==> src/rtl/fcm_pkg.sv <==
// Shared constants, codes and widths for the free cell map.
`default_nettype none

package fcm_pkg;

  localparam int MAX_ROWS = 16;
  localparam int MAX_COLS = 16;

  localparam int ROW_W = $clog2(MAX_ROWS);
  localparam int COL_W = $clog2(MAX_COLS);
  localparam int CNT_W = $clog2(MAX_COLS + 1);
  localparam int HGT_W = $clog2(MAX_ROWS + 1);
  localparam int TOT_W = $clog2(MAX_ROWS * MAX_COLS + 1);
  localparam int RANK_W = 8;
  localparam int CMP_W = (TOT_W > RANK_W) ? TOT_W : RANK_W;

  // Port field widths
  localparam int FUNC_W = 2;
  localparam int POS_W = 4;
  localparam int STATUS_W = 3;
  localparam int FREE_W = 9;
  localparam int DIM_W = 5;
  localparam int CFG_IDX_W = 4;

  typedef enum logic [FUNC_W-1:0] {
    FUNC_CLEAR = 2'd0,
    FUNC_MARK  = 2'd1,
    FUNC_PICK  = 2'd2,
    FUNC_NOP   = 2'd3
  } func_t;

  typedef enum logic [STATUS_W-1:0] {
    ST_OK          = 3'd0,
    ST_NOT_CLEARED = 3'd1,
    ST_OFF_BOARD   = 3'd2,
    ST_TAKEN       = 3'd3,
    ST_RANK        = 3'd4
  } status_t;

  localparam logic [CFG_IDX_W-1:0] REG_BOARD_WIDTH = 4'd0;
  localparam logic [CFG_IDX_W-1:0] REG_BOARD_HEIGHT = 4'd1;

endpackage

`default_nettype wire

==> src/rtl/fcm_req_if.sv <==
// Request channel: operation and its operands.
`default_nettype none

interface fcm_req_if import fcm_pkg::*; ();
  logic              valid;
  logic              ready;
  logic [FUNC_W-1:0] func;
  logic [POS_W-1:0]  col;
  logic [POS_W-1:0]  row;
  logic [RANK_W-1:0] rank;

  modport source (output valid, func, col, row, rank, input ready);
  modport sink (input valid, func, col, row, rank, output ready);
endinterface

`default_nettype wire

==> src/rtl/fcm_rsp_if.sv <==
// Response channel: status, picked cell and remaining free count.
`default_nettype none

interface fcm_rsp_if import fcm_pkg::*; ();
  logic                valid;
  logic                ready;
  logic [STATUS_W-1:0] status;
  logic [POS_W-1:0]    pick_col;
  logic [POS_W-1:0]    pick_row;
  logic [FREE_W-1:0]   free_count;

  modport source (output valid, status, pick_col, pick_row, free_count, input ready);
  modport sink (input valid, status, pick_col, pick_row, free_count, output ready);
endinterface

`default_nettype wire

==> src/rtl/fcm_cfg_if.sv <==
// Configuration write channel.
`default_nettype none

interface fcm_cfg_if import fcm_pkg::*; ();
  logic                 valid;
  logic                 ready;
  logic [CFG_IDX_W-1:0] index;
  logic [DIM_W-1:0]     data;

  modport source (output valid, index, data, input ready);
  modport sink (input valid, index, data, output ready);
endinterface

`default_nettype wire

==> src/rtl/fcm_ram.sv <==
// Generic single write port, single read port RAM with registered read.
`default_nettype none

module fcm_ram #(
  parameter int WIDTH = 8,
  parameter int DEPTH = 16
) (
  input  logic                     clk,
  input  logic                     we,
  input  logic [$clog2(DEPTH)-1:0] waddr,
  input  logic [WIDTH-1:0]         wdata,
  input  logic [$clog2(DEPTH)-1:0] raddr,
  output logic [WIDTH-1:0]         rdata
);

  logic [WIDTH-1:0] mem [DEPTH];

  always_ff @(posedge clk) begin
    if (we) begin
      mem[waddr] <= wdata;
    end
    rdata <= mem[raddr];
  end

endmodule

`default_nettype wire

==> src/rtl/free_cell_map_rank_select.sv <==
// Free cell map with rank select: bitmap plus per-row counts in RAM, sequencer on top.
//
// The block tracks which cells of a board of up to MAX_ROWS x MAX_COLS are free.
// A clear (func 0) rebuilds the map from board_width / board_height: after the
// acceptance cycle, one row is written per cycle into both memories, the last
// row held until the response register is free. A mark (func 1) reads the row's
// bitmap and count on acceptance, then checks them and writes them back once the
// response register is free. A pick (func 2) walks the row-count memory one row
// per cycle until the row holding the requested rank is found, loads that row's
// bitmap, then scans it one column per cycle. Not-cleared, off-board and rank
// errors and func 3 are answered on acceptance; a taken cell shows in the mark check.
// The single read port per memory is why the walk reads one row count at a time.
// Before the first clear the memories hold nothing of meaning; marks and picks
// are refused with status "not cleared" until then, so reset runs no clearing pass.
// One response per request transaction; a finished response waits in an output
// register; a new request is taken in idle while that register is free or drains.
// Configuration writes are always ready and should come only while idle.
`default_nettype none

module free_cell_map_rank_select import fcm_pkg::*; (
  input  logic      clk,
  input  logic      rst,
  fcm_req_if.sink   req,
  fcm_rsp_if.source rsp,
  fcm_cfg_if.sink   cfg
);

  typedef enum logic [4:0] {
    S_IDLE  = 5'b00001,
    S_CLEAR = 5'b00010,
    S_MARK  = 5'b00100,
    S_WALK  = 5'b01000,
    S_SCAN  = 5'b10000
  } state_t;

  localparam logic [MAX_COLS-1:0] ONE_COL = MAX_COLS'(1);
  localparam logic [ROW_W-1:0] LAST_ROW = ROW_W'(MAX_ROWS - 1);

  // Configuration
  logic [DIM_W-1:0] board_width, board_height;
  logic [CNT_W-1:0] eff_w;
  logic [HGT_W-1:0] eff_h;

  // Sequencer state
  state_t state, state_next;
  logic [ROW_W-1:0] cur_row, cur_row_next;
  logic [COL_W-1:0] op_col, op_col_next;
  logic [COL_W-1:0] scan_col, scan_col_next;
  logic [CNT_W-1:0] seen, seen_next;
  logic [CNT_W-1:0] offset, offset_next;
  logic [CNT_W-1:0] row_cnt, row_cnt_next;
  logic [TOT_W-1:0] row_base, row_base_next;
  logic [RANK_W-1:0] rank_q, rank_q_next;
  logic [MAX_COLS-1:0] bits_q, bits_q_next;
  logic loaded, loaded_next;
  logic [TOT_W-1:0] total_free, total_free_next;
  logic ready_flag, ready_flag_next;

  // Memory ports
  logic bits_we, cnt_we;
  logic [ROW_W-1:0] bits_raddr, cnt_raddr;
  logic [MAX_COLS-1:0] bits_wdata, bits_rdata;
  logic [CNT_W-1:0] cnt_wdata, cnt_rdata;

  // Response
  logic can_emit, emit;
  status_t emit_status;
  logic [POS_W-1:0] emit_col, emit_row;
  logic [FREE_W-1:0] emit_free;
  logic out_valid;
  status_t out_status;
  logic [POS_W-1:0] out_col, out_row;
  logic [FREE_W-1:0] out_free;

  logic req_fire;
  logic [ROW_W-1:0] in_row_idx;
  logic [CMP_W-1:0] walk_sum;
  logic [MAX_COLS-1:0] clr_mask;
  logic [TOT_W-1:0] clr_total;

  // Registers above MAX are clamped
  assign eff_w = (32'(board_width) > 32'(MAX_COLS)) ? CNT_W'(MAX_COLS) : CNT_W'(board_width);
  assign eff_h = (32'(board_height) > 32'(MAX_ROWS)) ? HGT_W'(MAX_ROWS) : HGT_W'(board_height);

  always_comb begin
    for (int c = 0; c < MAX_COLS; c++) begin
      clr_mask[c] = (32'(c) < 32'(eff_w));
    end
  end

  assign clr_total = TOT_W'(eff_w) * TOT_W'(eff_h);

  assign can_emit = !out_valid || rsp.ready;
  assign req.ready = (state == S_IDLE) && can_emit;
  assign req_fire = req.valid && req.ready;
  assign in_row_idx = ROW_W'(req.row);
  assign cfg.ready = 1'b1;

  always_ff @(posedge clk) begin
    if (rst) begin
      board_width <= DIM_W'(15);
      board_height <= DIM_W'(15);
    end else if (cfg.valid) begin
      if (cfg.index == REG_BOARD_WIDTH) begin
        board_width <= cfg.data;
      end else if (cfg.index == REG_BOARD_HEIGHT) begin
        board_height <= cfg.data;
      end
    end
  end

  fcm_ram #(.WIDTH(MAX_COLS), .DEPTH(MAX_ROWS)) u_bits_ram (
    .clk   (clk),
    .we    (bits_we),
    .waddr (cur_row),
    .wdata (bits_wdata),
    .raddr (bits_raddr),
    .rdata (bits_rdata)
  );

  fcm_ram #(.WIDTH(CNT_W), .DEPTH(MAX_ROWS)) u_cnt_ram (
    .clk   (clk),
    .we    (cnt_we),
    .waddr (cur_row),
    .wdata (cnt_wdata),
    .raddr (cnt_raddr),
    .rdata (cnt_rdata)
  );

  always_comb begin
    state_next = state;
    cur_row_next = cur_row;
    op_col_next = op_col;
    scan_col_next = scan_col;
    seen_next = seen;
    offset_next = offset;
    row_cnt_next = row_cnt;
    row_base_next = row_base;
    rank_q_next = rank_q;
    bits_q_next = bits_q;
    loaded_next = loaded;
    total_free_next = total_free;
    ready_flag_next = ready_flag;

    bits_we = 1'b0;
    cnt_we = 1'b0;
    bits_wdata = bits_rdata;
    cnt_wdata = cnt_rdata;
    bits_raddr = cur_row;
    cnt_raddr = cur_row;

    emit = 1'b0;
    emit_status = ST_OK;
    emit_col = '0;
    emit_row = '0;
    emit_free = FREE_W'(total_free);

    walk_sum = CMP_W'(row_base) + CMP_W'(cnt_rdata);

    unique case (state)
      S_IDLE: begin
        bits_raddr = in_row_idx;
        cnt_raddr = (func_t'(req.func) == FUNC_PICK) ? '0 : in_row_idx;
        if (req_fire) begin
          unique case (func_t'(req.func))
            FUNC_CLEAR: begin
              cur_row_next = '0;
              state_next = S_CLEAR;
            end
            FUNC_MARK: begin
              if (!ready_flag) begin
                emit = 1'b1;
                emit_status = ST_NOT_CLEARED;
              end else if (32'(req.col) >= 32'(eff_w) || 32'(req.row) >= 32'(eff_h)) begin
                emit = 1'b1;
                emit_status = ST_OFF_BOARD;
              end else begin
                cur_row_next = in_row_idx;
                op_col_next = COL_W'(req.col);
                state_next = S_MARK;
              end
            end
            FUNC_PICK: begin
              if (!ready_flag) begin
                emit = 1'b1;
                emit_status = ST_NOT_CLEARED;
              end else if (CMP_W'(req.rank) >= CMP_W'(total_free)) begin
                emit = 1'b1;
                emit_status = ST_RANK;
              end else begin
                cur_row_next = '0;
                row_base_next = '0;
                rank_q_next = req.rank;
                state_next = S_WALK;
              end
            end
            FUNC_NOP: begin
              emit = 1'b1;
            end
            default: begin
              emit = 1'b1;
            end
          endcase
        end
      end

      // One row per cycle; stall on the last row until the response slot frees
      S_CLEAR: begin
        bits_we = 1'b1;
        cnt_we = 1'b1;
        if (32'(cur_row) < 32'(eff_h)) begin
          bits_wdata = clr_mask;
          cnt_wdata = eff_w;
        end else begin
          bits_wdata = '0;
          cnt_wdata = '0;
        end
        if (cur_row == LAST_ROW) begin
          if (can_emit) begin
            emit = 1'b1;
            emit_free = FREE_W'(clr_total);
            total_free_next = clr_total;
            ready_flag_next = 1'b1;
            state_next = S_IDLE;
          end
        end else begin
          cur_row_next = ROW_W'(cur_row + 1'b1);
        end
      end

      S_MARK: begin
        if (can_emit) begin
          emit = 1'b1;
          state_next = S_IDLE;
          if (!bits_rdata[op_col]) begin
            emit_status = ST_TAKEN;
          end else begin
            bits_we = 1'b1;
            cnt_we = 1'b1;
            bits_wdata = bits_rdata & ~(ONE_COL << op_col);
            cnt_wdata = cnt_rdata - CNT_W'(1);
            total_free_next = total_free - TOT_W'(1);
            emit_free = FREE_W'(total_free - TOT_W'(1));
          end
        end
      end

      // cnt_rdata holds the count of cur_row; prefetch the next row meanwhile
      S_WALK: begin
        if (CMP_W'(rank_q) < walk_sum) begin
          offset_next = CNT_W'(CMP_W'(rank_q) - CMP_W'(row_base));
          row_cnt_next = cnt_rdata;
          loaded_next = 1'b0;
          state_next = S_SCAN;
        end else begin
          row_base_next = TOT_W'(walk_sum);
          cur_row_next = ROW_W'(cur_row + 1'b1);
          cnt_raddr = ROW_W'(cur_row + 1'b1);
        end
      end

      // First cycle loads the row bitmap, then one column per cycle
      S_SCAN: begin
        if (!loaded) begin
          bits_q_next = bits_rdata;
          scan_col_next = '0;
          seen_next = '0;
          loaded_next = 1'b1;
        end else if (bits_q[scan_col]) begin
          if (seen == offset) begin
            if (can_emit) begin
              bits_we = 1'b1;
              cnt_we = 1'b1;
              bits_wdata = bits_q & ~(ONE_COL << scan_col);
              cnt_wdata = row_cnt - CNT_W'(1);
              total_free_next = total_free - TOT_W'(1);
              emit = 1'b1;
              emit_col = POS_W'(scan_col);
              emit_row = POS_W'(cur_row);
              emit_free = FREE_W'(total_free - TOT_W'(1));
              state_next = S_IDLE;
            end
          end else begin
            seen_next = seen + CNT_W'(1);
            scan_col_next = COL_W'(scan_col + 1'b1);
          end
        end else begin
          scan_col_next = COL_W'(scan_col + 1'b1);
        end
      end

      default: begin
        state_next = S_IDLE;
      end
    endcase
  end

  always_ff @(posedge clk) begin
    if (rst) begin
      state <= S_IDLE;
      total_free <= '0;
      ready_flag <= 1'b0;
      loaded <= 1'b0;
      out_valid <= 1'b0;
    end else begin
      state <= state_next;
      total_free <= total_free_next;
      ready_flag <= ready_flag_next;
      loaded <= loaded_next;
      if (emit) begin
        out_valid <= 1'b1;
      end else if (rsp.ready) begin
        out_valid <= 1'b0;
      end
    end
  end

  always_ff @(posedge clk) begin
    cur_row <= cur_row_next;
    op_col <= op_col_next;
    scan_col <= scan_col_next;
    seen <= seen_next;
    offset <= offset_next;
    row_cnt <= row_cnt_next;
    row_base <= row_base_next;
    rank_q <= rank_q_next;
    bits_q <= bits_q_next;
    if (emit) begin
      out_status <= emit_status;
      out_col <= emit_col;
      out_row <= emit_row;
      out_free <= emit_free;
    end
  end

  assign rsp.valid = out_valid;
  assign rsp.status = out_status;
  assign rsp.pick_col = out_col;
  assign rsp.pick_row = out_row;
  assign rsp.free_count = out_free;

endmodule

`default_nettype wire

==> src/flat_wrapper.sv <==
// flat-port wrapper written by rule: the top's interface ports become plain ports
module free_cell_map_rank_select_flat import fcm_pkg::*;
  (clk, rst, req_valid, req_func, req_col, req_row, req_rank, req_ready, rsp_valid, rsp_status, rsp_pick_col, rsp_pick_row, rsp_free_count, rsp_ready, cfg_valid, cfg_index, cfg_data, cfg_ready);
  fcm_req_if req_i ();
  fcm_rsp_if rsp_i ();
  fcm_cfg_if cfg_i ();
  input  logic clk;
  input  logic rst;
  input wire logic [$bits(req_i.valid)-1:0] req_valid;
  input wire logic [$bits(req_i.func)-1:0] req_func;
  input wire logic [$bits(req_i.col)-1:0] req_col;
  input wire logic [$bits(req_i.row)-1:0] req_row;
  input wire logic [$bits(req_i.rank)-1:0] req_rank;
  output wire logic [$bits(req_i.ready)-1:0] req_ready;
  output wire logic [$bits(rsp_i.valid)-1:0] rsp_valid;
  output wire logic [$bits(rsp_i.status)-1:0] rsp_status;
  output wire logic [$bits(rsp_i.pick_col)-1:0] rsp_pick_col;
  output wire logic [$bits(rsp_i.pick_row)-1:0] rsp_pick_row;
  output wire logic [$bits(rsp_i.free_count)-1:0] rsp_free_count;
  input wire logic [$bits(rsp_i.ready)-1:0] rsp_ready;
  input wire logic [$bits(cfg_i.valid)-1:0] cfg_valid;
  input wire logic [$bits(cfg_i.index)-1:0] cfg_index;
  input wire logic [$bits(cfg_i.data)-1:0] cfg_data;
  output wire logic [$bits(cfg_i.ready)-1:0] cfg_ready;
  assign req_i.valid = req_valid;
  assign req_i.func = req_func;
  assign req_i.col = req_col;
  assign req_i.row = req_row;
  assign req_i.rank = req_rank;
  assign req_ready = req_i.ready;
  assign rsp_valid = rsp_i.valid;
  assign rsp_status = rsp_i.status;
  assign rsp_pick_col = rsp_i.pick_col;
  assign rsp_pick_row = rsp_i.pick_row;
  assign rsp_free_count = rsp_i.free_count;
  assign rsp_i.ready = rsp_ready;
  assign cfg_i.valid = cfg_valid;
  assign cfg_i.index = cfg_index;
  assign cfg_i.data = cfg_data;
  assign cfg_ready = cfg_i.ready;
  free_cell_map_rank_select u_core (.clk(clk), .rst(rst), .req(req_i), .rsp(rsp_i), .cfg(cfg_i));
endmodule
==> config.mk <==
export PLATFORM = sky130hd
export DESIGN_NAME = free_cell_map_rank_select_flat
export DESIGN_NICKNAME = d
export VERILOG_FILES = /design/src/rtl/fcm_pkg.sv /design/src/rtl/fcm_req_if.sv /design/src/rtl/fcm_rsp_if.sv /design/src/rtl/fcm_cfg_if.sv /design/src/rtl/fcm_ram.sv /design/src/rtl/free_cell_map_rank_select.sv /design/src/flat_wrapper.sv
export SDC_FILE = /design/constraint.sdc
export NUM_CORES = 1
export LEC_CHECK = 0
export BUFFER_PORTS_ARGS = -buffer_cell sky130_fd_sc_hd__buf_2
export CORE_ASPECT_RATIO = 1.5
export CORE_UTILIZATION = 50
export DETAILED_ROUTE_END_ITERATION = 12
export GPL_TIMING_DRIVEN = 0
export PLACE_DENSITY = 0.66
export SLEW_MARGIN = 10
export SYNTH_ARGS = -nofsm -noshare
export SYNTH_HDL_FRONTEND = slang
export SYNTH_SLANG_ARGS = --single-unit
==> constraint.sdc <==
create_clock -name clk -period 11.7 [get_ports clk]
set_input_delay 1.755 -clock clk [delete_from_list [all_inputs] [get_ports clk]]
set_output_delay 1.755 -clock clk [all_outputs]
set_load 0.005 [all_outputs]
# Word level (Yosys, flattened, before mapping)
# Memories as Yosys holds them, arrays and structs flattened. A register that Yosys moved wholly into a read port is not among the register bits.
# Index checks and enable logic that the tools add are counted.
[word_totals]
reg_bits = 107
ramBits = 336
in_bits = 32
output_inout_bits = 23
wordCells = 217
mem_count = 2
[classes]
addsub = 8
multipliers = 1
order_cmp = 25
n_eq_ne = 30
shift = 2
n_mux = 96
bitwise = 8
n_reduce_logical = 25
[mem_list]
columns = ["memory", "words", "width", "rd", "rd_clocked_by_memory_dff", "write_ports", "line_no", "source"]
rows = [
  ["u_core.u_bits_ram.mem", 16, 16, 1, 1, 1, "fcm_ram.sv:16", "logic [WIDTH-1:0] mem [DEPTH];"],
  ["u_core.u_cnt_ram.mem", 16, 5, 1, 1, 1, "fcm_ram.sv:16", ""],
]
[op_table]
columns = ["operator", "count"]
rows = [
  ["2-to-1 mux 9 bit", 13],
  ["2-to-1 mux 16 bit", 7],
  ["2-to-1 mux 5 bit", 22],
  ["one-hot mux 16 bit (3 select lines)", 1],
  ["2-to-1 mux 4 bit", 11],
  ["less-than comparator 4 x 5 -> 1 bit (first input constant)", 8],
  ["bitwise AND 16 bit", 2],
  ["NOT 16 bit", 2],
  ["<< shifter 1 x 4 -> 16 bit (first input constant)", 2],
  ["one-hot mux 5 bit (3 select lines)", 2],
  ["one-hot mux 9 bit (3 select lines)", 1],
  ["one-hot mux 5 bit (5 select lines)", 1],
  ["one-hot mux 4 bit (3 select lines)", 2],
  ["less-than comparator 3 x 5 -> 1 bit (first input constant)", 4],
  ["2-to-1 mux 1 bit", 19],
  ["one-hot mux 9 bit (2 select lines)", 1],
  ["2-to-1 mux 3 bit", 5],
  ["AND reduction 5 bit", 3],
  ["!= test 2 x 1 -> 1 bit (second input constant)", 7],
  ["!= test 2 bit (second input constant)", 6],
  ["one-hot mux 3 bit (2 select lines)", 2],
  ["AND reduction 11 bit", 1],
  [">= comparator 4 x 5 -> 1 bit", 2],
  ["greater-than comparator 5 bit (second input constant)", 2],
  ["44 further kinds", 69],
]

# Depth between registers and ports, before layout
[depth]
word_depth = 10
ltp_mapped = 19
depth_no_buf = 17

# Hierarchy
# A second synthesis with hierarchy kept.
[hier_totals]
hier_cells = 1371
area_unflattened_um2 = 20843.7
[by_module_without_submodules]
columns = ["module", "n_inst", "cells_per_inst", "area_per_inst_um2", "seq_area_each_um2"]
rows = [
  ["fcm_ram at u_core.u_bits_ram", 1, 432, 10042.1, 8007.7],
  ["free_cell_map_rank_select", 1, 784, 7588.5, 2942.8],
  ["fcm_ram at u_core.u_cnt_ram", 1, 155, 3213.1, 2502.4],
]

# Worst setup path after synthesis
# Ideal clock, no wire load.
[synth_path]
kind = "input to register"
from = "in rsp_ready"
to = "mem u_core.u_bits_ram.mem[0][0] (netlist name), enable pin"
setup_ns = 0.425
arrival_time_ns = 4.229
required_ns = 11.275
setup_slack_ns = 7.045
stages = 7
n_path_buf = 1
cell_sequence = "nor2b_1 clkbuf_1 o21bai_1 nand2_1 a21oi_1 nand2_1 nor3_1"
[synth_via]
elab_chain_cells = 8
elab_cells_between_ends = 9
classes_between = "mux (8); reduce/logical (1)"
[synth_rtl]
columns = ["item", "line_no", "source"]
rows = [
  ["start: declaration", "flat_wrapper.sv:20", "input wire logic [$bits(rsp_i.ready)-1:0] rsp_ready;"],
  ["logical OR 1 bit (*)", "free_cell_map_rank_select.sv:93", "assign can_emit = !out_valid || rsp.ready;"],
  ["2-to-1 mux 1 bit", "free_cell_map_rank_select.sv:271", "if (can_emit) begin"],
  ["2-to-1 mux 1 bit", "free_cell_map_rank_select.sv:270", "if (seen == offset) begin"],
  ["2-to-1 mux 1 bit", "free_cell_map_rank_select.sv:269", "end else if (bits_q[scan_col]) begin"],
  ["2-to-1 mux 1 bit", "free_cell_map_rank_select.sv:264", "if (!loaded) begin"],
  ["one-hot mux 1 bit (3 select lines) (*)", "free_cell_map_rank_select.sv:160", "unique case (state)"],
  ["2-to-1 mux 1 bit (*)", "fcm_ram.sv:19", "if (we) begin"],
  ["2-to-1 mux 1 bit (implied by the code) (*)", "fcm_ram.sv:20", "mem[waddr] <= wdata;"],
  ["end: declaration", "fcm_ram.sv:16", ""],
]
# Every way passes the cells marked *; elsewhere a longest branch is shown, timed or not.

# Worst setup path after layout
[layout_path]
from = "reg u_core.u_cnt_ram.rdata[0] (read register of u_core.u_cnt_ram.mem)"
to = "reg u_core.u_cnt_ram.rdata[1] (read register of u_core.u_cnt_ram.mem)"
[layout_via]
elab_chain_cells = 4
[layout_rtl]
columns = ["item", "line_no", "source"]
rows = [
  ["start: declaration", "fcm_ram.sv:13", "output logic [WIDTH-1:0] rdata"],
  ["adder 9 x 5 -> 9 bit", "free_cell_map_rank_select.sv:158", "walk_sum = CMP_W'(row_base) + CMP_W'(cnt_rdata);"],
  ["less-than comparator 8 x 9 -> 1 bit", "free_cell_map_rank_select.sv:250", "if (CMP_W'(rank_q) < walk_sum) begin"],
  ["2-to-1 mux 4 bit", "free_cell_map_rank_select.sv:250", ""],
  ["one-hot mux 4 bit (2 select lines)", "free_cell_map_rank_select.sv:160", ""],
]
# Every way passes these cells.
# A chain may end at the register's enable or synchronous reset.

==> out/metrics.yaml <==
hold_viol: 0
cts_resized: 0
cp-startpoint: "u_core.u_cnt_ram.rdata[0]"
fin_ws_ns: 6.38
max_cap_viol_count: 0
dp_hpwl_um: 43800
endpoint_kind: "flip-flop"
wl_per_cell_um: 24.5
power.leakage_nw: 8.60
tritoncts: "built"
fin_skew_ns: 0.0295
dr_wl_met2_um: 31300
start_util_pct: 50.7
gr-usage-all-layers_pct: 27.8
first_pass_iters: 5
min_from: "u_core.u_bits_ram.rdata[11]"
powerDensity_nw_per_um2: 230
antenna_found_initial: 0
max_freq_mhz: 188
r2r-start: "u_core.u_cnt_ram.rdata[0]"
viasPerCell: 5.97
wirelength_um: 59400
crit_path_max_fanout: 10
period_share_pct: 45.5
ctsHoldBuffers: 0
cts_setup_buffers: 0
hold_path_class: "flip-flop to flip-flop"
synth_cell_type_count: 73
ios: 55
cts_max_path_buffers: 3
finalPower_w: 0.00556
clock-sinks: 464
top_layer: "met4"
place_ws_ns: 6.36
worstSetupPathType: "flip-flop to flip-flop"
core_um2: 42000
ys_ff_latch: 464
dieWidth_um: 170
rows: 92
clkLatencyLatePin_ns: 0.59
fin_crit_ns: 5.32
required_ns: 12.15
status: "finished, final reports clean"
cts_buffers: 45
design_area_um2: 24200
syn_avg_cell_area_um2: 12.5
wl_met1_um: 21500
drt_iter0_markers: 1118
grt_max_degree: 22
path_clk_slew_ns: 0.06
cts-root-buf: "clkbuf_16"
port_buffers: 53
fin_util_pct: 57.5
fin_tns_setup_ns: 0
start_kind: "flip-flop"
yosys-top-cells-area: "edfxtp_1, dfxtp_1, ha_1, nand2_1, a211oi_1"
wl_met3_um: 2720
htree_levels: 2
netlist_area_um2: 21300
grt_setup_unrepaired: "false"
antenna_left: 0
yosys.area.top_type: "edfxtp_1"
dpl_cell_area_um2: 22700
async_reset_ff_share_pct: 0
peakVddDrop_uv: 153
yosys_warnings: 0
nFillCells: 3435
die_h_um: 255
synth_top_area_share_pct: 58.7
layout-drive-gt1-share_pct: 11.3
crit_arrival_ns: 5.77
syn_nets: 1812
gp_congestion: 0.969
timing.slew.headroom_pct: 20.8
yosys_most_used_dff: "edfxtp_1"
diodes: 0
tightest_slew_ns: 1.18
synth_edf_count: 416
seq_area_frac_synth_pct: 63.2
synth_cells: 1699
grt_pass1_vias: 14300
syn_to_final_growth_pct: 13.5
setup_viol: 0
drcViolationCount: 0
grt_pass1_wl_um: 87200
fin_nets: 1935
slew_violations: 0
grt-ovfl-total: 0
die_area_um2: 43400
dr_total_vias: 14400
final timing paths:
kind / to / slack [ns] / cells past startpoint
max reg2reg: u_core.u_cnt_ram.rdata[1] / 6.38 / 18
min reg2reg: u_core.bits_q[11] / 0.48 / 0
max: u_core.u_cnt_ram.rdata[1] / 6.38 / 18
min: u_core.bits_q[11] / 0.48 / 0
layout make-up:
| class | instances | area [µm²] | share of cell area (%) |
|---|---|---|---|
| flip-flops and latches | 464 | 13500 | 55.7 |
| multi-input cells | 1091 | 7400 | 30.6 |
| clock buffers | 61 | 1240 | 5.12 |
| well taps | 564 | 706 | 2.92 |
| repair buffers | 76 | 553 | 2.29 |
| plain buffers | 90 | 358 | 1.48 |
| clock inverters | 21 | 258 | 1.07 |
| inverters | 54 | 203 | 0.839 |
power breakdown:
| part | total [W] | internal (W) | leakage (nW) | switching (W) |
|---|---|---|---|---|
| Combinational | 0.00190 | 0.000555 | 3.73 | 0.00134 |
| Sequential | 0.00218 | 0.00210 | 4.14 | 0.0000823 |
| Clock | 0.00148 | 0.000839 | 0.737 | 0.000640 |
critical path, cell delays in order (launching register included):
cell and delay [ns]:
dfxtp_1 0.52, ha_1 0.24, inv_1 0.06, fa_1 0.49, nor2b_4 0.15, o31a_1 0.19
nor2_1 0.08, xor2_1 0.22, ha_1 0.28, a2111oi_0 0.43, nand2_1 0.09, a31oi_1 0.14
and4b_4 0.23, a32o_1 0.32, nor2_2 0.42, buf_2 0.41, mux2i_1 0.24, o22ai_1 0.11
or4_1 0.55
per-stage QoR:
stage          std cells  hold WS, ns
2_1_floorplan       1699        0.418
3_3_place_gp        2316        0.444
3_5_place_dp        2339        0.452
4_1_cts             2421        0.464
5_1_grt             2421        0.481
6_report            2421        0.477
flip-flops by register name (all words and copies together), names as in the netlist, 4 cells and up:
signal / cells
u_core.u_bits_ram.rdata: 16
u_core.row_cnt: 5
u_core.op_col: 4
u_core.rank_q: 8
u_core.rsp.free_count: 9
u_core.board_height: 5
u_core.scan_col: 4
u_core.seen: 5
u_core.state: 5
u_core.u_bits_ram.mem: 256
u_core.total_free: 9
u_core.rsp.pick_row: 4
u_core.row_base: 9
u_core.u_cnt_ram.mem: 80
u_core.cur_row: 4
u_core.board_width: 5
u_core.offset: 5
u_core.u_cnt_ram.rdata: 5
u_core.bits_q: 16
u_core.rsp.pick_col: 4
placed cells by master, fill, tap and decap left out, types with 11 or more instances in the layout:
master       n
and2_1      79
nor3_1      20
mux2i_1     42
nand2_1    209
buf_2       60
xor2_1      14
nand2b_1    22
and3_1      11
ha_1        71
a21oi_1     71
a21o_1      20
edfxtp_1   416
nor2b_1     12
o22ai_1     17
xnor2_1     17
inv_1       53
a311oi_1    32
nand3_1     53
a211oi_1    82
clkbuf_16   45
a31oi_1     41
o21ai_0     41
nor2_1      74
dfxtp_1     48
clkbuf_1    89
routing by layer:
layer,up-vias,GRT usage (%)
met3,170,3.20
met5,-,0
met1,7081,30.4
met4,0,17.3
met2,538,51.0
li1,6659,-
logic make-up (layout without fill, tap and decap cells):
kind of cell    count (synthesis)  in the layout  synth area share [%]
mux                            56             56                  3.24
xor+xnor                       31             31                  1.28
flops                         464            464                  63.2
simple gates                  536            536                  12.0
fa+ha+maj                      81             81                  5.11
compound gates                386            386                  12.5
buf+inv                       144            302                  2.63
other cells                     1              1                0.0176
cell usage after synthesis (44+ instances only):
master,n
edfxtp_1,416
nand2_1,209
nor2_1,86
a211oi_1,82
and2_1,79
clkbuf_1,78
a21oi_1,71
ha_1,71
inv_1,53
nand3_1,53
dfxtp_1,48
o21ai_0,44
(Power assumes the default switching activity.)
